===== config.mk =====
export PLATFORM = sky130hd
export DESIGN_NAME = gsm_sqrt
export DESIGN_NICKNAME = d
export VERILOG_FILES = /design/src/rtl/gsm_pkg.sv /design/src/rtl/gsm_sqrt.sv
export SDC_FILE = /design/constraint.sdc
export NUM_CORES = 1
export LEC_CHECK = 0
export ABC_AREA = 1
export BUFFER_PORTS_ARGS = -buffer_cell sky130_fd_sc_hd__buf_2
export CAP_MARGIN = 40
export CORE_ASPECT_RATIO = 0.6
export CORE_MARGIN = 3
export CORE_UTILIZATION = 60
export DETAILED_ROUTE_END_ITERATION = 16
export GPL_TIMING_DRIVEN = 0
export PLACE_DENSITY = 0.82
export SETUP_SLACK_MARGIN = 0.2
export SLEW_MARGIN = 10
export SYNTH_ARGS = -nofsm -noshare
export SYNTH_HDL_FRONTEND = slang
export SYNTH_SLANG_ARGS = --single-unit

===== constraint.sdc =====
create_clock -name clk_i -period 3.3 [get_ports clk_i]
set_clock_uncertainty 0.2 [all_clocks]
set_input_delay 0.33 -clock clk_i [delete_from_list [all_inputs] [get_ports clk_i]]
set_output_delay 0.33 -clock clk_i [all_outputs]
set_load 0.02 [all_outputs]

===== src/rtl/gsm_pkg.sv =====
`default_nettype none
// ----------------------------------------------------------------------------
// gsm_pkg
// Shared widths, reset values and register indexes for the gradient
// sharpness metric unit.
// ----------------------------------------------------------------------------
package gsm_pkg;

  // field widths
  localparam int PixW    = 8;   // pixel word
  localparam int CfgW    = 13;  // geometry register
  localparam int CfgIdxW = 2;   // register index
  localparam int OutW    = 14;  // sharpness word, Q.4
  localparam int FracW   = 4;
  localparam int SumW    = 38;  // score accumulator

  // geometry arithmetic; wide enough for the largest legal max dimension
  localparam int DimExtW = 15;
  localparam int ProdW   = 2 * DimExtW;
  localparam int MinDim  = 2;

  // gradient magnitude: sqrt((dx^2 + dy^2) << 8), 26-bit radicand
  localparam int SqW     = 2 * PixW + 1;
  localparam int RadW    = 26;
  localparam int RootW   = RadW / 2;
  localparam int DxySumW = PixW + 1;

  // defaults
  localparam int MaxWidthDef  = 4096;
  localparam int MaxHeightDef = 4096;
  localparam logic [CfgW-1:0] WidthRst  = CfgW'(640);
  localparam logic [CfgW-1:0] HeightRst = CfgW'(480);

  // register indexes
  localparam logic [CfgIdxW-1:0] RegFrameWidth  = CfgIdxW'(0);
  localparam logic [CfgIdxW-1:0] RegFrameHeight = CfgIdxW'(1);

  typedef enum logic [2:0] {
    ST_IDLE,
    ST_READ,
    ST_ROOT,
    ST_MUL,
    ST_DIV,
    ST_DIVW
  } gsm_state_e;

endpackage

`default_nettype wire


===== src/rtl/gsm_sqrt.sv =====
`default_nettype none
// ----------------------------------------------------------------------------
// gsm_sqrt
// Bit-serial integer square root, one root bit per cycle, rounded down.
// ----------------------------------------------------------------------------
module gsm_sqrt (
  input  wire                       clk_i,
  input  wire                       rst_ni,
  input  wire                       start_i,
  input  wire  [gsm_pkg::RadW-1:0]  radicand_i,
  output logic                      busy_o,
  output logic [gsm_pkg::RootW-1:0] root_o
);

  localparam int RootW = gsm_pkg::RootW;
  localparam int RadW  = gsm_pkg::RadW;
  localparam int CntW  = $clog2(RootW + 1);

  logic [RadW-1:0]    rad_q, rad_d;
  logic [RootW+1:0]   rem_q, rem_d;
  logic [RootW-1:0]   root_q, root_d;
  logic [CntW-1:0]    cnt_q, cnt_d;
  logic               busy_q, busy_d;

  logic [RootW+3:0]   shifted;
  logic [RootW+3:0]   trial;

  always_comb begin
    rad_d   = rad_q;
    rem_d   = rem_q;
    root_d  = root_q;
    cnt_d   = cnt_q;
    busy_d  = busy_q;
    shifted = {rem_q, rad_q[RadW-1 -: 2]};
    trial   = {2'b00, root_q, 2'b01};
    if (start_i) begin
      rad_d  = radicand_i;
      rem_d  = '0;
      root_d = '0;
      cnt_d  = CntW'(RootW);
      busy_d = 1'b1;
    end else if (busy_q) begin
      rad_d = {rad_q[RadW-3:0], 2'b00};
      if (shifted >= trial) begin
        rem_d  = (RootW + 2)'(shifted - trial);
        root_d = {root_q[RootW-2:0], 1'b1};
      end else begin
        rem_d  = (RootW + 2)'(shifted);
        root_d = {root_q[RootW-2:0], 1'b0};
      end
      cnt_d = cnt_q - CntW'(1);
      if (cnt_q == CntW'(1)) begin
        busy_d = 1'b0;
      end
    end
  end

  always_ff @(posedge clk_i or negedge rst_ni) begin
    if (!rst_ni) begin
      cnt_q  <= '0;
      busy_q <= 1'b0;
    end else begin
      cnt_q  <= cnt_d;
      busy_q <= busy_d;
    end
  end

  always_ff @(posedge clk_i) begin
    rad_q  <= rad_d;
    rem_q  <= rem_d;
    root_q <= root_d;
  end

  assign busy_o = busy_q;
  assign root_o = root_q;

endmodule

`default_nettype wire


==> results by group, run 1 <==
Status
  – Status: finished, final reports clean

Cells and area
  – Layout Utilization: 73.9%
  – Most frequent cells in the layout: nand2_1, inv_1, buf_2
  – Ant diodes: 0
  – Sequential standard cell area: 1470 µm²
  – Footprint of the multi-input gates: about 1600 µm²
  – Finished Layout Cells: 593
  – Most common cell after layout, fill and taps aside: nand2_1
  – Share of post-route cells with drive strength above 1: 14.2%
  – Filler cells: about 430
  – Nets: 568
  – Area growth from synthesis to layout: 14.5%

Timing
  – F_max: 408 MHz
  – Final Max Slew Viols: 0
  – Tcrit/Tclk final: 74.2%
  – RSZ-0062 raised after global routing: false
  – Hold Slack: 0.0477 ns
  – Tmin final: 2.45 ns
  – Setup TNS: 0 ns
  – Slew at the pin with the worst max-slew slack: ~0.76 ns
  – Setup violators final: 0
  – Final hold vios: 0
  – Worst slew margin: 49.5%

Global route
  – Global-route wire length before repair: 14.0 mm
  – Vias in the first global route: 2900
  – Largest net degree at the start of global routing: 36
  – Overall global routing resource usage: 28.1%
  – GRT overflow: 0
  – Initial antenna violation count: 0

Floorplan
  – Die X: approximately 100 µm
  – Initial Util: 64.5%
  – Floorplan core area: 5260 µm²
  – I/O pins: 43
  – Site row count: 20
  – DIE HEIGHT: 64.2 µm
  – Die area: 6620 µm²

Placement
  – Port Buffers: 41
  – Placed cell count: 576
  – Gp weighted congestion: 0.928
  – Detailed Place HPWL: between 6 and 7 mm

Synthesis
  – Yosys cell types: 30
  – Ys Warns: 0
  – Synth Instances: 469
  – FF+latch count, synth: 59
  – Register area share after synthesis: approximately 43%
  – Mapped Area: 3390 µm²
  – Synth Area per Inst: 7.23 µm²
  – Syn Nets: 515

Power
  – Logic pwr share: 51.7%
  – Sequential share of power: 28.9%
  – Switching Share: roughly 45%
  – Leak Pwr: 2.04 nW
  – Clock power frac: 19.4%
  – Int Pwr: 1.87 mW
  – PwrDens: 868 nW/µm²
  – Peak VDD IR: 0.579 mV
  – Sw Pwr: 1.50 mW

Worst setup path
  – CP required: 3.30 ns
  – CP Launch Point: root_o[1]
  – Crit Path Max Fanout: 10
  – CP Class: reg -> reg
  – Worst setup EP type: flip-flop
  – Worst reg2reg startpoint: root_o[1]
  – CP Launch Type: flip-flop
  – CP Data Arrival Time: 2.45 ns

Clock network
  – Inserted Clock Buffers: 9
  – Clock tree buffer depth: 2
  – CTS Sinks: 59
  – Post-CTS setup buffer count: 0
  – CTS Root Cell: clkbuf_8
  – Clock latency on the worst-skew pair: roughly 0.34 ns
  – CTS clk-pin slew, worst paths: 0.07 ns
  – H-tree Lvls: 3
  – CTS tree: built

Routing
  – Vias/cell: 5.59
  – Final WL: 8.85 mm
  – WL/cell: 14.9 µm
  – Final ANT Viol Nets: 0
  – Via Count: 3315
  – Drt pass-1 iters: 5
  – Initial drt markers: 288
  – Detailed-route DRC error count: 0

Job
  – Max_cap viols: 0

Hold path
  – Hold Crit Start: radicand_i[1]
  – Hold Path Class: in -> reg
-- layer usage --
layer	routed length, µm	global-route usage (%)
met1	4010	42.4
met2	3750	39.5
met3	957	8.29
met4	127	6.46
met5	0	0
-- power by group through the flow --
stage	sequential, mW	combinational (mW)	clock (mW)
final	0.973	1.74	0.653
after global routing	0.982	1.95	0.697
after CTS	0.970	1.71	0.652
after detailed placement	0.983	1.69	0
after global placement	0.975	1.64	0
after floorplan	0.971	1.30	0
-- state kept, by name, indices dropped and copies added, names as in the netlist --
name	cells
root_o	13
rem_q	15
cnt_q	4
rad_q	26
busy_o	1
-- kinds of logic after synthesis --
| kind of cell | Yosys count | synth area share [%] |
|---|---|---|
| compound gates | 55 | 9.30 |
| fa+ha+maj | 17 | 6.27 |
| buf+inv | 79 | 9.15 |
| flops | 59 | 43.2 |
| simple gates | 259 | 32.1 |
-- cell type report --
type                       count  area share (%)
multi-input combinational    331            41.6
sequential                    59            37.7
inverter                      64            6.18
timing repair buffer          42            5.54
clock buffer                  11            3.64
tap                           66            2.13
buffer                        15            1.84
clock inverter                 5            1.35
-- what timing repair did --
| item | CTS | global route |
|---|---|---|
| gates resized for setup | 0 | 0 |
| hold buffers | 1 | 0 |
| hold endpoints to repair | 5 | 0 |
-- synth_stat cells (all sizes together) --
cell type / count / area (µm²)
a21boi: 7 / 52.6
a21oi: 22 / 110
a31oi: 1 / 6.26
and2: 2 / 12.5
buf: 5 / 32.5
clkbuf: 10 / 37.5
dfrtp: 5 / 125
dfxtp: 28 / 561
edfxtp: 26 / 781
ha: 17 / 213
inv: 64 / 240
nand2: 181 / 699
nand3: 31 / 160
nand3b: 1 / 7.51
nand4: 7 / 43.8
nor2: 34 / 143
nor3b: 2 / 15.0
o211ai: 1 / 7.51
o21a: 1 / 7.51
o21ai: 10 / 50.1
o22ai: 13 / 81.3
or2: 1 / 6.26
-- per-stage QoR --
step / instance area (µm²) / total power, mW / setup WS (ns)
6_report: 3880 / 3.37 / 0.852
4_1_cts: 3880 / 3.33 / 0.903
2_1_floorplan: 3390 / 2.27 / 0.971
3_5_place_dp: 3680 / 2.68 / 0.927
5_1_grt: 3880 / 3.63 / 0.687
3_3_place_gp: 3680 / 2.61 / 0.459
-- worst paths after layout --
check                       endpoint  cells after the start  slack (ns)
max in group asynchronous     busy_o                      2        2.62
min in group asynchronous   cnt_q[1]                      2        0.14
hold reg to reg            rem_q[14]                      2        0.25
hold / removal              rad_q[1]                      3        0.05
setup reg to reg            rem_q[3]                     13        0.85
setup / recovery            rem_q[3]                     13        0.85
-- critical path: stages, from the launching register on --
cell and delay [ns]:
dfxtp_1 0.32, inv_1 0.08, ha_1 0.41, nand2_2 0.15, inv_1 0.06, nand2_1 0.06
nand2_1 0.06, nand2_1 0.09, nand3_2 0.14, nand2_4 0.13, nand2_4 0.10, buf_4 0.21
a21boi_0 0.20, a21oi_1 0.09
(Power assumes the default switching activity.)
==> inputs of run 2 (changes only) <==
--- a/config.mk
+++ b/config.mk
@@ -10,10 +10,10 @@
 export CAP_MARGIN = 40
 export CORE_ASPECT_RATIO = 0.6
 export CORE_MARGIN = 3
-export CORE_UTILIZATION = 60
+export CORE_UTILIZATION = 52
 export DETAILED_ROUTE_END_ITERATION = 16
 export GPL_TIMING_DRIVEN = 0
-export PLACE_DENSITY = 0.82
+export PLACE_DENSITY = 0.76
 export SETUP_SLACK_MARGIN = 0.2
 export SLEW_MARGIN = 10
 export SYNTH_ARGS = -nofsm -noshare
==> constraint.sdc (replaced) <==
create_clock -name clk_i -period 2.2 [get_ports clk_i]
set_clock_uncertainty 0.2 [all_clocks]
set_input_delay 0.22 -clock clk_i [delete_from_list [all_inputs] [get_ports clk_i]]
set_output_delay 0.22 -clock clk_i [all_outputs]
set_load 0.02 [all_outputs]
==> results by group, run 2 (same netlist as run 1, synthesis figures left out) <==
Routing
  – Via Count: between 3000 and 4000
  – Vias/cell: 5.31
  – DR WL met2: roughly 4.7 mm
  – Final WL: 10.6 mm
  – Initial drt markers: 310
  – WL/cell: 16.1 µm
  – Final ANT Viol Nets: 0
  – Routed met1 length: between 4 and 5 mm
  – Met3 WL post-DR: 1.13 mm
  – Max Used Layer: met4
  – Drt pass-1 iters: 5
  – Detailed-route DRC error count: 0

Global route
  – GRT overflow: 0
  – Overall global routing resource usage: 28.0%
  – Largest net degree at the start of global routing: 36
  – Vias in the first global route: 3210
  – Global-route wire length before repair: about 15 mm
  – Initial antenna violation count: 0

Cells and area
  – Nets: 617
  – Fin area: 4830 µm²
  – Area growth from synthesis to layout: 42.3%
  – Layout Utilization: 77.6%
  – Max reg flops: 26
  – Footprint of the multi-input gates: 2010 µm²
  – Share of post-route cells with drive strength above 1: 32.8%
  – Ant diodes: 0
  – Filler cells: 426
  – Most frequent cells in the layout: nand2_1, inv_1, buf_2
  – Biggest register: rad_q
  – Most common cell after layout, fill and taps aside: nand2_1
  – Sequential standard cell area: between 1000 and 1500 µm²

Clock network
  – CTS Sinks: 59
  – Inserted Clock Buffers: 9
  – Clock tree buffer depth: 2
  – CTS clk-pin slew, worst paths: 0.08 ns
  – Clock latency on the worst-skew pair: 0.36 ns
  – CTS tree: built
  – H-tree Lvls: 3
  – CTS Root Cell: clkbuf_8

Placement
  – Gp weighted congestion: 0.960
  – Placed cell area: between 3000 and 4000 µm²
  – Dpl ws: -0.117 ns
  – Detailed Place HPWL: 6.59 mm
  – Port Buffers: 41

Timing
  – Tcrit/Tclk final: between 90% and 100%
  – Final hold vios: 0
  – Tmin final: 2.08 ns
  – Slew at the pin with the worst max-slew slack: between 0.6 and 0.7 ns
  – RSZ-0062 raised after global routing: true
  – Setup violators final: 0
  – Hold Slack: 0.220 ns
  – Worst slew margin: a little under three fifths
  – Final Max Slew Viols: 0
  – Post-layout worst setup margin: 0.122 ns
  – F_max: between 400 and 500 MHz

Floorplan
  – Floorplan core area: 6220 µm²
  – Initial Util: a little over half
  – I/O pins: 43
  – Site row count: 22
  – Die X: 110 µm
  – Die area: 7560 µm²
  – DIE HEIGHT: 68.6 µm

Worst setup path
  – Crit Path Max Fanout: 7
  – CP required: 2.22 ns
  – CP Launch Type: flip-flop
  – Worst setup EP type: flip-flop
  – Worst r2r path cells: 12
  – CP Data Arrival Time: 2.10 ns
  – CP Class: reg -> reg

Status
  – Status: finished, final reports clean

Hold path
  – Hold Path Class: in -> reg
  – WHS Path Cells: 4

Power
  – Leak Pwr: about 2.3 nW
  – Final Total Pwr: 6.58 mW
  – PwrDens: 1360 nW/µm²
  – Peak VDD IR: approximately 0.8 mV

Job
  – Max_cap viols: 0
-- run 2: cell types whose count changed in the layout (fill, tap and decap cells not counted), sizes merged --
cell         previous run  this run
clkinvlp                1         2
clkbuf                 21        20
buf                    46        66
clkinv                  3         4
dlygate4sd3             1        29
-- run 2: area by class of cell --
type                    instances  area share (%)
well taps                      84            2.18
clock buffers                   9            2.57
inverters                      64            5.24
flip-flops and latches         59            31.0
clock inverters                 7            1.43
repair buffers                 91            14.0
multi-input cells             331            41.5
plain buffers                  15            2.02
-- run 2: path summary, 6_finish.rpt --
check | start | to | slack (ns)
min | start_i | rem_q[0] | 0.22
max | rem_q[0] | rem_q[10] | 0.12
max reg2reg | rem_q[0] | rem_q[10] | 0.12
min reg2reg | rem_q[13] | rem_q[13] | 0.27
min in group asynchronous | rst_ni | cnt_q[1] | 0.56
max in group asynchronous | rst_ni | cnt_q[0] | 0.54
-- run 2: per-stage QoR --
stage	setup TNS [ns]	instances
finish	0	660
global placement	-1.69	594
detailed placement	-2.69	594
floorplan	0	469
global route	0	660
CTS	0	654
-- run 2: worst max-delay path: stages (launching register included) --
cell,delay (ns)
dfxtp_2,0.38
ha_4,0.21
buf_6,0.12
buf_4,0.15
nand3_1,0.13
nor2_4,0.06
nor2_4,0.16
nand2_8,0.11
inv_8,0.09
buf_8,0.14
nor2_4,0.03
nor2_1,0.09
nor2_1,0.05
-- run 2: power by group --
part,switching (mW),internal [mW],leakage [nW]
clock network,0.481,0.518,0.0950
registers,0.184,1.35,0.578
logic,2.26,1.78,1.65
-- run 2: routing by layer --
metal  vias up  global-route usage (%)
met3        15                    11.3
met5         -                       0
met4         0                    8.91
met1      1598                    37.6
li1       1719                       -
met2       171                    41.5
-- run 2: timing repair --
item	4_1_cts	5_1_grt
hold endpoints to repair	31	0
buffers inserted	14	6
hold buffers	29	0
endpoints found under the setup margin	51	52
pin swaps	29	21
cloned	1	0
resized for setup	49	52
==> inputs of run 3 (changes only) <==
--- a/config.mk
+++ b/config.mk
@@ -5,7 +5,7 @@
 export SDC_FILE = /design/constraint.sdc
 export NUM_CORES = 1
 export LEC_CHECK = 0
-export ABC_AREA = 1
+export ABC_AREA = 0
 export BUFFER_PORTS_ARGS = -buffer_cell sky130_fd_sc_hd__buf_2
 export CAP_MARGIN = 40
 export CORE_ASPECT_RATIO = 0.6
@@ -14,6 +14,7 @@
 export DETAILED_ROUTE_END_ITERATION = 16
 export GPL_TIMING_DRIVEN = 0
 export PLACE_DENSITY = 0.76
+export RECOVER_POWER = 50
 export SETUP_SLACK_MARGIN = 0.2
 export SLEW_MARGIN = 10
 export SYNTH_ARGS = -nofsm -noshare
==> constraint.sdc (replaced) <==
create_clock -name clk_i -period 1.9 [get_ports clk_i]
set_clock_uncertainty 0.2 [all_clocks]
set_input_delay 0.19 -clock clk_i [delete_from_list [all_inputs] [get_ports clk_i]]
set_output_delay 0.19 -clock clk_i [all_outputs]
set_load 0.02 [all_outputs]
==> results by group, run 3 <==
Synthesis
  – Top post-synthesis cells by area: edfxtp_1, dfxtp_1, mux2_2
  – Mapped Area: 3190 µm²
  – Synth Area per Inst: approximately 10 µm²
  – Yosys cell types: 49
  – Yosys top cell area share: approximately 24%
  – Top FF cell, synth: dfxtp_1
  – Register area share after synthesis: 46.0%
  – Post-synth EDFFs: 26
  – Top cells by count, synth: nor2_1, dfxtp_1, edfxtp_1
  – Synth Instances: between 300 and 400
  – Post-synth ARST share: 8.47%
  – Ys Warns: 0
  – Most common cell in the netlist: nor2_1
  – Syn Nets: 350
  – FF+latch count, synth: between 50 and 60
  – Synth area leader: edfxtp_1

Clock network
  – CTS tree: built
  – CTS Sinks: 59
  – H-tree Lvls: 3
  – Clock tree buffer depth: 2
  – Clock latency on the worst-skew pair: 0.35 ns
  – CTS Root Cell: clkbuf_8
  – Inserted Clock Buffers: 9
  – CTS clk-pin slew, worst paths: 0.06 ns

Global route
  – Global-route wire length before repair: 14.6 mm
  – Largest net degree at the start of global routing: 14
  – GRT overflow: 0
  – Vias in the first global route: 2813
  – Initial antenna violation count: 0
  – Overall global routing resource usage: 27.4%

Routing
  – Via Count: about 3000
  – Vias/cell: 6.03
  – Final ANT Viol Nets: 0
  – Final WL: 10.1 mm
  – Detailed-route DRC error count: 0
  – Drt pass-1 iters: 5
  – Initial drt markers: 421
  – WL/cell: just over 20 µm

Cells and area
  – Filler cells: 304
  – Layout Utilization: 80.8%
  – Max reg flops: 26
  – Finished Layout Cells: between 400 and 500
  – Most common cell after layout, fill and taps aside: nor2_1
  – Nets: 453
  – Ant diodes: 0
  – Area growth from synthesis to layout: 45.6%
  – Most frequent cells in the layout: nor2_1, dlygate4sd3_1, buf_2, edfxtp_1, clkbuf_1
  – Fin area: 4650 µm²
  – Share of post-route cells with drive strength above 1: 40.5%
  – Biggest register: rad_q

Hold path
  – Hold Path Class: in -> reg

Worst setup path
  – Crit Path Max Fanout: 5
  – CP Launch Type: flip-flop
  – FF-to-FF setup slack: -0.54 ns
  – CP required: ~2.0 ns
  – CP Data Arrival Time: between 2 and 2.5 ns
  – CP Class: reg -> reg
  – Worst setup EP type: flip-flop

Floorplan
  – I/O pins: 43
  – DIE HEIGHT: roughly 67 µm
  – Die X: 107 µm
  – Die area: 7140 µm²
  – Floorplan core area: 5750 µm²
  – Site row count: 21
  – Initial Util: 55.4%

Timing
  – Slew at the pin with the worst max-slew slack: 0.634 ns
  – Worst slew margin: 57.7%
  – Final hold vios: 0
  – Final Max Slew Viols: 0
  – Tcrit/Tclk final: 128%
  – Setup violators final: 16
  – F_max: 410 MHz
  – Hold Slack: 0.220 ns
  – Setup TNS: -7.59 ns
  – Tmin final: about 2.4 ns
  – RSZ-0062 raised after global routing: true
  – Post-layout worst setup margin: -0.537 ns

Placement
  – Placed cell count: around 430
  – Port Buffers: 41
  – Placed cell area: 3700 µm²
  – Gp weighted congestion: between 0.9 and 1
  – Detailed Place HPWL: between 5 and 6 mm
  – Dpl ws: -0.451 ns

Power
  – PwrDens: 1640 nW/µm²
  – Peak VDD IR: 0.725 mV
  – Leak Pwr: 1.90 nW
  – Final Total Pwr: 7.61 mW

Job
  – Max_cap viols: 0

Status
  – Status: complete, but fails checks
  – Violated checks: setup timing
run 3: changes by cell type after synthesis, moves of 12 or more:
cell / change
o22ai_1: -12
a21oi_1: -12
mux2i_1: +19
mux2_2: +24
inv_1: -41
nand2_1: -159
nand3_1: -23
run 3: cells by family (layout without fill, tap and decap cells):
group	Yosys count	after routing	share of synthesized area (%)
AND/OR/NAND/NOR	75	75	10.7
AO/OA/AOI/OAI	60	60	13.4
buffers and inverters	36	144	5.02
flip-flops	59	59	46.0
XOR/XNOR	14	14	3.84
adder cells (fa/ha/maj)	17	17	6.67
multiplexers	43	43	14.4
run 3: path summary, 6_finish.rpt:
kind                                  from   endpoint  cells after the start
worst max-delay path            root_o[12]   rem_q[5]                      9
min in group asynchronous           rst_ni   cnt_q[2]                      3
worst min-delay path               start_i     busy_o                      3
worst min register to register   rem_q[14]  rem_q[14]                      2
max in group asynchronous           rst_ni     busy_o                      3
worst max register to register  root_o[12]   rem_q[5]                      9
run 3: cell type report:
cell class | instances | area, µm² | share of cell area, %
plain buffers | 15 | 98.8 | 2.13
clock buffers | 10 | 128 | 2.75
clock inverters | 6 | 81.3 | 1.75
inverters | 21 | 85.1 | 1.83
multi-input cells | 209 | 1950 | 42.0
flip-flops and latches | 59 | 1510 | 32.4
well taps | 80 | 100 | 2.15
repair buffers | 91 | 687 | 14.8
repair inverters | 1 | 7.51 | 0.162
run 3: repair_timing:
action / CTS / global route
gates resized for setup: 37 / 24
hold endpoints to repair: 31 / 0
setup endpoints to repair: 51 / 47
hold buffers: 28 / 0
pin swaps: 12 / 7
cloned: 4 / 0
setup buffers: 14 / 5
run 3: where the power goes:
part / internal (mW) / switching [mW] / total [mW]
registers: 1.57 / 0.247 / 1.82
logic: 2.23 / 2.33 / 4.56
clock network: 0.729 / 0.508 / 1.24
total: 4.53 / 3.08 / 7.61
run 3: critical path, cell delays in order, from the launching register on:
cell and delay (ns):
dfxtp_4 0.35, inv_1 0.11, ha_4 0.22, a2111o_1 0.46
a31oi_4 0.25, o21ai_4 0.11, buf_4 0.16, buf_6 0.14
mux2i_1 0.12, a211oi_1 0.22
run 3: routing by layer:
layer	vias up	wire, µm	global-route usage, %
li1	1307	-	-
met1	1374	4020	37.1
met2	245	4530	40.6
met3	41	1330	10.9
met4	0	239	7.97
met5	-	0	0
