File: src/rtl/gsm_pkg.sv
`default_nettype none
// ----------------------------------------------------------------------------
// gsm_pkg
// Shared widths, reset values and register indexes for the gradient
// sharpness metric unit.
// ----------------------------------------------------------------------------
package gsm_pkg;

  // field widths
  localparam int PixW    = 8;   // pixel word
  localparam int CfgW    = 13;  // geometry register
  localparam int CfgIdxW = 2;   // register index
  localparam int OutW    = 14;  // sharpness word, Q.4
  localparam int FracW   = 4;
  localparam int SumW    = 38;  // score accumulator

  // geometry arithmetic; wide enough for the largest legal max dimension
  localparam int DimExtW = 15;
  localparam int ProdW   = 2 * DimExtW;
  localparam int MinDim  = 2;

  // gradient magnitude: sqrt((dx^2 + dy^2) << 8), 26-bit radicand
  localparam int SqW     = 2 * PixW + 1;
  localparam int RadW    = 26;
  localparam int RootW   = RadW / 2;
  localparam int DxySumW = PixW + 1;

  // defaults
  localparam int MaxWidthDef  = 4096;
  localparam int MaxHeightDef = 4096;
  localparam logic [CfgW-1:0] WidthRst  = CfgW'(640);
  localparam logic [CfgW-1:0] HeightRst = CfgW'(480);

  // register indexes
  localparam logic [CfgIdxW-1:0] RegFrameWidth  = CfgIdxW'(0);
  localparam logic [CfgIdxW-1:0] RegFrameHeight = CfgIdxW'(1);

  typedef enum logic [2:0] {
    ST_IDLE,
    ST_READ,
    ST_ROOT,
    ST_MUL,
    ST_DIV,
    ST_DIVW
  } gsm_state_e;

endpackage

`default_nettype wire

File: src/rtl/gsm_div.sv
`default_nettype none
// ----------------------------------------------------------------------------
// gsm_div
// Restoring divider for the frame mean, one quotient bit per cycle.
// Quotients past the output range are caught up front and saturate.
// ----------------------------------------------------------------------------
module gsm_div (
  input  wire                      clk_i,
  input  wire                      rst_ni,
  input  wire                      start_i,
  input  wire  [gsm_pkg::SumW-1:0] dividend_i,
  input  wire  [gsm_pkg::ProdW-1:0] divisor_i,
  output logic                     busy_o,
  output logic [gsm_pkg::OutW-1:0] quotient_o
);

  localparam int SumW  = gsm_pkg::SumW;
  localparam int ProdW = gsm_pkg::ProdW;
  localparam int OutW  = gsm_pkg::OutW;
  localparam int CntW  = $clog2(OutW + 1);

  logic [ProdW-1:0] rem_q, rem_d;
  logic [OutW-1:0]  low_q, low_d;
  logic [OutW-1:0]  quo_q, quo_d;
  logic [ProdW-1:0] dvs_q, dvs_d;
  logic [CntW-1:0]  cnt_q, cnt_d;
  logic             busy_q, busy_d;

  logic [ProdW-1:0] top_part;
  logic [ProdW:0]   shifted;

  always_comb begin
    rem_d    = rem_q;
    low_d    = low_q;
    quo_d    = quo_q;
    dvs_d    = dvs_q;
    cnt_d    = cnt_q;
    busy_d   = busy_q;
    top_part = ProdW'(dividend_i[SumW-1:OutW]);
    shifted  = {rem_q, low_q[OutW-1]};
    if (start_i) begin
      rem_d = top_part;
      low_d = dividend_i[OutW-1:0];
      dvs_d = divisor_i;
      quo_d = '0;
      cnt_d = CntW'(OutW);
      if (top_part >= divisor_i) begin
        // mean at or beyond full scale
        quo_d  = '1;
        busy_d = 1'b0;
      end else begin
        busy_d = 1'b1;
      end
    end else if (busy_q) begin
      low_d = {low_q[OutW-2:0], 1'b0};
      if (shifted >= {1'b0, dvs_q}) begin
        rem_d = ProdW'(shifted - {1'b0, dvs_q});
        quo_d = {quo_q[OutW-2:0], 1'b1};
      end else begin
        rem_d = ProdW'(shifted);
        quo_d = {quo_q[OutW-2:0], 1'b0};
      end
      cnt_d = cnt_q - CntW'(1);
      if (cnt_q == CntW'(1)) begin
        busy_d = 1'b0;
      end
    end
  end

  always_ff @(posedge clk_i or negedge rst_ni) begin
    if (!rst_ni) begin
      cnt_q  <= '0;
      busy_q <= 1'b0;
    end else begin
      cnt_q  <= cnt_d;
      busy_q <= busy_d;
    end
  end

  always_ff @(posedge clk_i) begin
    rem_q <= rem_d;
    low_q <= low_d;
    quo_q <= quo_d;
    dvs_q <= dvs_d;
  end

  assign busy_o     = busy_q;
  assign quotient_o = quo_q;

endmodule

`default_nettype wire

File: config.mk
export PLATFORM = sky130hd
export DESIGN_NAME = gsm_div
export DESIGN_NICKNAME = d
export VERILOG_FILES = /design/src/rtl/gsm_pkg.sv /design/src/rtl/gsm_div.sv
export SDC_FILE = /design/constraint.sdc
export NUM_CORES = 1
export LEC_CHECK = 0
export ABC_AREA = 1
export BUFFER_PORTS_ARGS = -buffer_cell sky130_fd_sc_hd__clkbuf_2
export CAP_MARGIN = 20
export CORE_MARGIN = 4
export CORE_UTILIZATION = 64
export CTS_CLUSTER_SIZE = 20
export DETAILED_ROUTE_END_ITERATION = 8
export MAX_ROUTING_LAYER = met4
export PLACE_DENSITY = 0.88
export SLEW_MARGIN = 20
export SYNTH_ARGS = -nofsm -noshare
export SYNTH_HDL_FRONTEND = slang
export SYNTH_SLANG_ARGS = --single-unit
export TNS_END_PERCENT = 100
File: constraint.sdc
create_clock -name clk_i -period 5.55 [get_ports clk_i]
set_input_delay 0.8325 -clock clk_i [delete_from_list [all_inputs] [get_ports clk_i]]
set_output_delay 0.8325 -clock clk_i [all_outputs]
set_load 0.05 [all_outputs]
==> results of run 1 <==
flip-flops by register name (all words and copies together), names as in the netlist:
register,flops
rem_q,30
quotient_o,14
low_q,14
dvs_q,30
busy_o,1
cnt_q,4
power breakdown:
group | switching (mW) | leakage, nW | internal [mW] | total (mW)
sequential | 0.0867 | 0.955 | 0.937 | 1.02
combinational | 1.23 | 3.08 | 0.626 | 1.85
clock | 0.273 | 0.0944 | 0.215 | 0.488
total | 1.59 | 4.12 | 1.78 | 3.37
path summary, 6_finish.rpt:
path / start / end / slack (ns) / cells past startpoint
max reg2reg: rem_q[5] / rem_q[22] / 2.61 / 13
min: rst_ni / cnt_q[2] / 0.25 / 1
min reg2reg: rem_q[29] / rem_q[29] / 0.49 / 2
max: rem_q[5] / rem_q[22] / 2.61 / 13
min in group clk_i: rem_q[29] / rem_q[29] / 0.49 / 2
max in group asynchronous: rst_ni / busy_o / 5.17 / 1
routing by layer:
metal / vias to the layer above / GRT usage
li1: 3234 / -
met1: 2893 / 0.367
met2: 242 / 0.466
met3: 49 / 0.0299
met4: 0 / 0.107
met5: - / -
cells by family after synthesis:
| family | Yosys count | share of synthesized area |
|---|---|---|
| AND/OR/NAND/NOR | 570 | 0.348 |
| buffers and inverters | 180 | 0.105 |
| flip-flops | 93 | 0.385 |
| AO/OA/AOI/OAI | 58 | 0.0450 |
| adder cells (fa/ha/maj) | 57 | 0.102 |
| XOR/XNOR | 12 | 0.0149 |
critical path, delay by kind of cell, from the launching register on:
| family | cells | cell delay, ns |
|---|---|---|
| flops | 1 | 0.41 |
| simple gates | 10 | 1.58 |
| buf+inv | 1 | 0.06 |
| compound gates | 1 | 0.23 |
| fa+ha+maj | 1 | 0.38 |
per-stage QoR:
| step | total power, mW | cells |
|---|---|---|
| after CTS | 3.34 | 1198 |
| after detailed placement | 2.84 | 1182 |
| after floorplan | 2.51 | 970 |
| final | 3.37 | 1198 |
| after global placement | 2.80 | 1182 |
| after global routing | 3.64 | 1198 |
final cells by class:
cell class,count,area (µm²),area share
inverter,164,617,0.0796
sequential,93,2710,0.349
timing repair buffer,88,448,0.0578
clock inverter,7,81.3,0.0105
tap,140,175,0.0226
multi-input combinational,697,3590,0.464
clock buffer,9,124,0.0160
layout by cell type (no fill, tap or decap), types with 2 or more instances in the layout:
cell,n
nand3b_1,9
a21oi_1,30
nor2_1,71
o21ai_1,8
inv_2,6
buf_4,3
dfrtp_1,5
or2_2,2
o21ai_0,10
clkbuf_8,9
inv_1,157
edfxtp_1,82
nand3_1,64
nand2_1,359
and2_1,6
xnor2_1,11
nand2_2,9
clkbuf_2,84
nor2_2,24
nor3_2,4
nor4_1,5
o21bai_1,5
a21oi_2,2
ha_1,56
clkinvlp_4,3
dfxtp_1,6
inv_6,2
nand4_1,12
==> impl_metrics.py, run 1 <==
metrics = {
    "die": {
        "die-area_um2": 12700,
        "die_y_um": 113,
        "dieWidth_um": 113,
        "start_util": 0.652,
        "ios": 86,
        "fp-row-count": 38,
        "coreArea_um2": 10800,
    },
    "cells_and_area": {
        "fin_nets": 1181,
        "final_area_um2": 7750,
        "area_delta_synth_final_pct": 10.1,
        "fillers": 873,
        "antennaDiodeCount": 0,
        "drive_gt1_frac": 0.147,
        "fin_util": 0.718,
    },
    "clock_network": {
        "clkSlewWorstSetupHoldPaths_ns": 0.10,
        "cts_hold_buf": 0,
        "clock_latency_ns": 0.38,
        "post_cts_buffers": 0,
        "htree_levels": 3,
        "cts_tree": "built",
        "clock_sinks": 93,
        "cts_buffers": 9,
        "clockRootBuffer": "clkbuf_8",
        "clockBufferDepth": 2,
        "cts_resized": 0,
    },
    "synth": {
        "yosys-top-cells-area": "edfxtp_1, nand2_1, ha_1, inv_1, nand3_1",
        "synth_top_area_frac": 0.350,
        "yosysMostFrequentCell": "nand2_1",
        "synth_seq_cells": 93,
        "synth_flop_cell": "edfxtp_1",
        "yosys_warnings": 0,
        "yosys-top-cells-count": "nand2_1, inv_1, edfxtp_1",
        "synthesis.area_um2": 7040,
        "yosysTopAreaCell": "edfxtp_1",
        "synth_cell_type_count": 39,
        "ys_seq_area_frac": 0.385,
        "synthArstFlopShare": 0.0538,
        "synth_nets": 1098,
        "avgSynthCellArea_um2": 7.26,
        "synthCells": 970,
        "synth_edf_count": 82,
    },
    "flow_run": {
        "drv_cap": 0,
    },
    "placement": {
        "hpwl_um": 13100,
        "finalWeightedCongestion": 0.933,
        "placed_area_um2": 7540,
        "portBuffers": 85,
        "pre_cts_slack_ns": 2.59,
    },
    "sta": {
        "fin_hold_ws_ns": 0.249,
        "setup_viol": 0,
        "finalSetupTns_ns": 0,
        "max_slew.worst_pin.slew_ns": 1.11,
        "post-route-period-util": 0.529,
        "slew_headroom": 0.259,
        "slew_violations": 0,
        "rsz0062_at_grt": "false",
        "fin_crit_ns": 2.94,
        "skew_ns": 0.00962,
        "fmax_mhz": 340,
        "fin_ws_ns": 2.61,
        "hold_viol": 0,
    },
    "global_route": {
        "grt_use_total": 0.284,
        "overflow": 0,
        "grt_pass1_wl_um": 28400,
        "grt_pass1_vias": 6188,
        "grt_max_degree": 54,
        "antenna_found_initial": 0,
    },
    "power": {
        "powerDensity_nw_per_um2": 434,
        "leakage_nw": 4.12,
        "vdd_ir_drop_max_mv": 0.241,
    },
    "detailed_routing": {
        "firstDrtPassIters": 7,
        "dr.max_layer_used": "met4",
        "wl_met3_um": 1050,
        "wirelength_um": 17100,
        "vias": 6418,
        "routed-wl-met2_um": 8200,
        "vias_per_cell": 5.36,
        "ant_nets": 0,
        "wl_per_cell_um": 14.3,
        "m1WireLength_um": 7320,
        "drt_iter0_drc": 511,
        "drc": 0,
    },
    "critical_path": {
        "critPathCaptureType": "flop",
        "crit_fanout": 52,
        "critPathArrivalTime_ns": 3.08,
        "crit_top_cell": "nand2_1",
        "crit_path_start_kind": "flop",
        "worstPathCellList": "ha_1, nand2_1, inv_1, a21oi_1, nand2_2, nand2_1, nand2_1, nand2_2, nand3_4, nand2_2, nand2_1, nand2_1, nand2_1",
        "path_class": "flop to flop",
        "cp_slowest_stage_delay_ns": 0.52,
        "crit_path_top_delay_cell": "nand3_4",
        "required_ns": 5.69,
    },
    "worst_hold_path": {
        "worstHoldPathType": "input port to async pin",
    },
    "run_status": {
        "status": "finished clean",
    },
}
Power figures use the tool's default switching activity.
==> run 2, diff against run 1 <==
--- a/config.mk
+++ b/config.mk
@@ -5,15 +5,15 @@
 export SDC_FILE = /design/constraint.sdc
 export NUM_CORES = 1
 export LEC_CHECK = 0
-export ABC_AREA = 1
+export ABC_AREA = 0
 export BUFFER_PORTS_ARGS = -buffer_cell sky130_fd_sc_hd__clkbuf_2
 export CAP_MARGIN = 20
 export CORE_MARGIN = 4
-export CORE_UTILIZATION = 64
+export CORE_UTILIZATION = 53
 export CTS_CLUSTER_SIZE = 20
 export DETAILED_ROUTE_END_ITERATION = 8
 export MAX_ROUTING_LAYER = met4
-export PLACE_DENSITY = 0.88
+export PLACE_DENSITY = 0.78
 export SLEW_MARGIN = 20
 export SYNTH_ARGS = -nofsm -noshare
 export SYNTH_HDL_FRONTEND = slang
==> constraint.sdc (replaced) <==
create_clock -name clk_i -period 2.6 [get_ports clk_i]
set_input_delay 0.39 -clock clk_i [delete_from_list [all_inputs] [get_ports clk_i]]
set_output_delay 0.39 -clock clk_i [all_outputs]
set_load 0.05 [all_outputs]
==> impl_metrics.py, run 2 <==
metrics = {
    "detailed_routing": {
        "vias_per_cell": 5.62,
        "ant_nets": 0,
        "wl_per_cell_um": 16.9,
        "wirelength_um": 16700,
        "firstDrtPassIters": 5,
        "drc": 0,
        "vias": 5556,
        "drt_iter0_drc": 578,
    },
    "synth": {
        "synthArstFlopShare": 0.0538,
        "yosys-top-cells-area": "edfxtp_1, ha_1, inv_1, o21ai_0, mux2_2",
        "yosysMostFrequentCell": "inv_1",
        "synth_cell_type_count": 60,
        "ys_seq_area_frac": 0.428,
        "yosys-top-cells-count": "inv_1, edfxtp_1, ha_1",
        "avgSynthCellArea_um2": 9.67,
        "synth_edf_count": 82,
        "synth_flop_cell": "edfxtp_1",
        "synthCells": 655,
        "synth_top_area_frac": 0.389,
        "synthesis.area_um2": 6330,
        "yosysTopAreaCell": "edfxtp_1",
        "yosys_warnings": 0,
        "synth_nets": 783,
        "synth_seq_cells": 93,
    },
    "die": {
        "ios": 86,
        "die-area_um2": 13800,
        "die_y_um": 117,
        "coreArea_um2": 11600,
        "fp-row-count": 39,
        "dieWidth_um": 117,
        "start_util": 0.548,
    },
    "clock_network": {
        "cts_tree": "built",
        "clockBufferDepth": 2,
        "clock_latency_ns": 0.36,
        "htree_levels": 3,
        "clock_sinks": 93,
        "clkSlewWorstSetupHoldPaths_ns": 0.07,
        "cts_buffers": 9,
        "clockRootBuffer": "clkbuf_16",
    },
    "power": {
        "leakage_nw": 3.95,
        "powerDensity_nw_per_um2": 679,
        "p_total_mw": 5.90,
        "vdd_ir_drop_max_mv": 0.570,
    },
    "sta": {
        "slew_headroom": 0.608,
        "max_slew.worst_pin.slew_ns": 0.588,
        "fin_ws_ns": -0.329,
        "rsz0062_at_grt": "true",
        "setup_viol": 31,
        "slew_violations": 0,
        "fmax_mhz": 341,
        "skew_ns": 0.0102,
        "hold_viol": 0,
        "fin_crit_ns": 2.93,
        "post-route-period-util": 1.13,
    },
    "critical_path": {
        "worstPathCellList": "ha_1, buf_4, a21oi_4, nor2_1, or3_4, o31ai_4, o211ai_2, a221o_1, a21o_1, mux2i_1, a311oi_1",
        "required_ns": 2.86,
        "worst_r2r_path_depth": 11,
        "critPathArrivalTime_ns": 3.19,
        "r2r_setup_slack_ns": -0.33,
        "startpoint": "rem_q[10]",
        "reg2reg_from": "rem_q[10]",
        "crit_path_top_delay_cell": "edfxtp_1",
        "path_class": "flop to flop",
        "critPathCaptureType": "flop",
        "crit_fanout": 4,
        "cp_slowest_stage_delay_ns": 0.42,
        "worstReg2RegEnd": "rem_q[28]",
        "crit_path_start_kind": "flop",
        "crit_path_end": "rem_q[28]",
    },
    "placement": {
        "portBuffers": 85,
        "finalWeightedCongestion": 0.901,
        "placed_area_um2": 7630,
        "hpwl_um": 11700,
    },
    "global_route": {
        "antenna_found_initial": 0,
        "grt_max_degree": 113,
        "overflow": 0,
        "grt_pass1_wl_um": 27200,
        "grt_use_total": 0.246,
        "grt_pass1_vias": 5715,
    },
    "flow_run": {
        "drv_cap": 0,
    },
    "cells_and_area": {
        "drive_gt1_frac": 0.394,
        "layout_commonest_cell": "buf_4",
        "fin_util": 0.752,
        "fin_nets": 970,
        "layout_common_cells": "buf_4, clkbuf_2, inv_1, edfxtp_1",
        "area_delta_synth_final_pct": 37.3,
        "antennaDiodeCount": 0,
        "final_area_um2": 8690,
        "reg.largest.list": "dvs_q x30, rem_q x30",
    },
    "run_status": {
        "violations": "negative setup slack",
        "status": "complete, but fails checks",
    },
    "worst_hold_path": {
        "worstHoldPathType": "input port to flop",
    },
}
run 2: final cells by class:
cell class	instances	area (µm²)
clock inverters	6	53.8
inverters	87	327
flip-flops and latches	93	2710
clock buffers	9	225
repair buffers	204	1480
fillers	808	2870
well taps	143	179
multi-input cells	447	3730
run 2: worst min path at each step:
stage,cells after the start,from,end
3_3_place_gp,1,rst_ni,cnt_q[2]
4_1_cts,1,divisor_i[3],dvs_q[3]
5_1_grt,1,divisor_i[3],dvs_q[3]
2_1_floorplan,0,rst_ni,busy_o
6_report,1,divisor_i[3],dvs_q[3]
3_5_place_dp,1,rst_ni,cnt_q[0]
run 2: power breakdown:
part | leakage, nW | switching (mW) | internal, mW
combinational | 2.85 | 1.36 | 1.37
sequential | 0.966 | 0.0977 | 1.81
clock | 0.135 | 0.609 | 0.662
run 2: critical path, delay by kind of cell (launching register included):
family / cells / cell delay (ns)
adders and majority gates: 1 / 0.33
AOI/OAI and AO/OA: 6 / 1.39
and+or+nand+nor: 2 / 0.41
DFF: 1 / 0.42
buffers and inverters: 1 / 0.16
muxes: 1 / 0.12
run 2: layer usage:
layer / wire length [µm] / share of wire / track usage / vias to the layer above
li1: - / - / - / 2730
met1: 7230 / 0.43 / 0.302 / 2658
met2: 8580 / 0.51 / 0.424 / 150
met3: 667 / 0.040 / 0.0390 / 18
met4: 246 / 0.015 / 0.0674 / 0
met5: 0 / 0 / - / -
run 2: logic make-up after synthesis:
| logic type | Yosys count | share of synthesized area |
|---|---|---|
| and+or+nand+nor | 151 | 0.115 |
| DFF | 93 | 0.428 |
| muxes | 28 | 0.0486 |
| xor gates and xnor gates | 24 | 0.0332 |
| buffers and inverters | 115 | 0.0761 |
| adders and majority gates | 57 | 0.114 |
| AOI/OAI and AO/OA | 187 | 0.186 |
run 2: stage by stage:
step	setup TNS (ns)	std cells	hold WS, ns	worst slack, ns
detailed placement	-13.54	954	0.211	-0.536
finish	-5.70	989	0.219	-0.329
global placement	-11.78	954	0.204	-0.487
CTS	-5.64	986	0.209	-0.324
global route	-9.43	989	0.209	-0.477
floorplan	-1.52	655	0.0944	-0.199
run 2: repair_timing:
action                     in CTS  in global routing
setup buffers                  14                  6
hold buffers                    1                  0
pin swaps                      29                 28
resized for setup              52                 72
hold endpoints to repair        5                  0
setup endpoints to repair      35                 44
cloned                          3                  1
==> run 3, diff against run 2 <==
--- a/config.mk
+++ b/config.mk
@@ -14,6 +14,7 @@
 export DETAILED_ROUTE_END_ITERATION = 8
 export MAX_ROUTING_LAYER = met4
 export PLACE_DENSITY = 0.78
+export SKIP_LAST_GASP = 1
 export SLEW_MARGIN = 20
 export SYNTH_ARGS = -nofsm -noshare
 export SYNTH_HDL_FRONTEND = slang
==> constraint.sdc (replaced) <==
create_clock -name clk_i -period 2.4 [get_ports clk_i]
set_input_delay 0.36 -clock clk_i [delete_from_list [all_inputs] [get_ports clk_i]]
set_output_delay 0.36 -clock clk_i [all_outputs]
set_load 0.01 [all_outputs]
==> impl_metrics.py, run 3 (same netlist as run 2, synthesis figures left out) <==
metrics = {
    "sta": {
        "skew_ns": 0.00783,
        "setup_viol": 31,
        "fmax_mhz": 336,
        "slew_headroom": 0.605,
        "post-route-period-util": 1.24,
        "hold_viol": 0,
        "max_slew.worst_pin.slew_ns": 0.592,
        "fin_crit_ns": 2.97,
        "slew_violations": 0,
        "fin_ws_ns": -0.573,
        "rsz0062_at_grt": "true",
    },
    "cells_and_area": {
        "reg.largest.list": "dvs_q x30, rem_q x30",
        "area_delta_synth_final_pct": 35.4,
        "ff_latch_area_um2": 2710,
        "layout_common_cells": "buf_4, inv_1, edfxtp_1, clkbuf_2, ha_1",
        "fin_nets": 986,
        "multiInputGateArea_um2": 3460,
        "layout_commonest_cell": "buf_4",
        "antennaDiodeCount": 0,
        "fillers": 801,
        "drive_gt1_frac": 0.358,
    },
    "worst_hold_path": {
        "worstHoldPathType": "input port to flop",
    },
    "global_route": {
        "grt_max_degree": 113,
        "grt_use_total": 0.238,
        "grt_pass1_wl_um": 26200,
        "grt_pass1_vias": 5787,
        "overflow": 0,
        "antenna_found_initial": 0,
    },
    "run_status": {
        "status": "complete, but fails checks",
        "violations": "negative setup slack",
    },
    "detailed_routing": {
        "wl_per_cell_um": 16.7,
        "drt_iter0_drc": 531,
        "drc": 0,
        "firstDrtPassIters": 6,
        "vias_per_cell": 5.62,
        "ant_nets": 0,
        "vias": 5652,
        "wirelength_um": 16800,
    },
    "power": {
        "vdd_ir_drop_max_mv": 0.445,
        "leakage_nw": 3.98,
        "p_total_mw": 6.30,
        "powerDensity_nw_per_um2": 735,
    },
    "placement": {
        "hpwl_um": 11600,
        "pre_cts_slack_ns": -0.802,
        "portBuffers": 85,
        "finalWeightedCongestion": 0.944,
    },
    "clock_network": {
        "cts_tree": "built",
        "clock_sinks": 93,
        "clkSlewWorstSetupHoldPaths_ns": 0.07,
        "clockBufferDepth": 2,
        "cts_buffers": 9,
        "clockRootBuffer": "clkbuf_16",
        "clock_latency_ns": 0.36,
        "htree_levels": 3,
    },
    "die": {
        "dieWidth_um": 117,
        "fp-row-count": 39,
        "ios": 86,
        "die-area_um2": 13800,
        "coreArea_um2": 11600,
        "die_y_um": 117,
        "start_util": 0.548,
    },
    "critical_path": {
        "critPathCaptureType": "flop",
        "crit_path_start_kind": "flop",
        "critPathArrivalTime_ns": 3.05,
        "crit_fanout": 5,
        "path_class": "flop to flop",
        "required_ns": 2.48,
    },
    "flow_run": {
        "drv_cap": 0,
    },
}
-- run 3: cell count changes in the layout (fill, tap and decap cells not counted), moves of 3 or more --
| cell | delta |
|---|---|
| o21ai_2 | -7 |
| ha_4 | -8 |
| buf_4 | +14 |
| a21oi_2 | -3 |
| ha_1 | +5 |
| clkinv_1 | +3 |
| buf_6 | +7 |
| o21ai_1 | +5 |
| nand2_1 | +4 |
| a21oi_1 | +5 |
| nor2_2 | -4 |
| nand2_2 | -3 |
| nor2_1 | +5 |
| ha_2 | +3 |
-- run 3: layout make-up --
cell class | count | share of cell area
Tap cell | 143 | 0.0209
Inverter | 87 | 0.0387
Multi-Input combinational cell | 447 | 0.404
Timing Repair Buffer | 220 | 0.185
Clock buffer | 9 | 0.0263
Clock inverter | 6 | 0.00919
Sequential cell | 93 | 0.316
-- run 3: worst max-delay path, cell delays in order, from the launching register on --
cell	delay, ns
edfxtp_1	0.43
ha_1	0.32
nor2b_1	0.19
o2111ai_1	0.19
a211oi_2	0.35
o2111ai_2	0.20
nand4bb_4	0.18
nand2_8	0.08
buf_12	0.14
buf_6	0.13
buf_4	0.14
a21oi_1	0.12
o21ai_0	0.10
a21boi_0	0.13
-- run 3: timing repair --
item / 4_1_cts / 5_1_grt
buffers inserted: 8 / 15
cloned: 1 / 3
endpoints found under the hold margin: 5 / 0
pin swaps: 23 / 10
hold buffers: 1 / 0
gates resized for setup: 31 / 36
setup endpoints to repair: 31 / 45
-- run 3: worst paths after layout --
check                        startpoint   endpoint  slack [ns]  cells after the start
max                            rem_q[0]  rem_q[21]       -0.57                     13
min                        divisor_i[4]   dvs_q[4]        0.19                      1
max reg2reg                    rem_q[0]  rem_q[21]       -0.57                     13
min reg2reg                   rem_q[29]  rem_q[29]        0.51                      2
max in group asynchronous        rst_ni     busy_o        1.91                      2
min in group asynchronous        rst_ni   cnt_q[3]        0.34                      2
-- run 3: report_power, final --
part	switching, mW	total (mW)	internal (mW)	leakage (nW)
registers	0.0967	2.05	1.96	0.966
clock network	0.600	1.50	0.895	0.144
logic	1.35	2.75	1.40	2.87
total	2.05	6.30	4.25	3.98
-- run 3: through the flow --
stage	area, µm²	utilization	cells	setup TNS [ns]	hold slack (ns)
2_1_floorplan	6420	-	655	-6.83	0.0644
3_3_place_gp	7710	0.667	963	-17.55	0.174
3_5_place_dp	7710	0.667	963	-19.41	0.185
4_1_cts	8250	0.713	988	-12.24	0.182
5_1_grt	8570	0.741	1005	-19.38	0.178
6_report	8570	0.741	1005	-14.77	0.191
-- run 3: routing by layer --
layer  GRT usage  up-vias  share of wire
li1            -     2763              -
met2       0.415      181           0.51
met1       0.269     2664           0.42
met4       0.108        0          0.029
met5           -        -              0
met3      0.0399       44          0.040
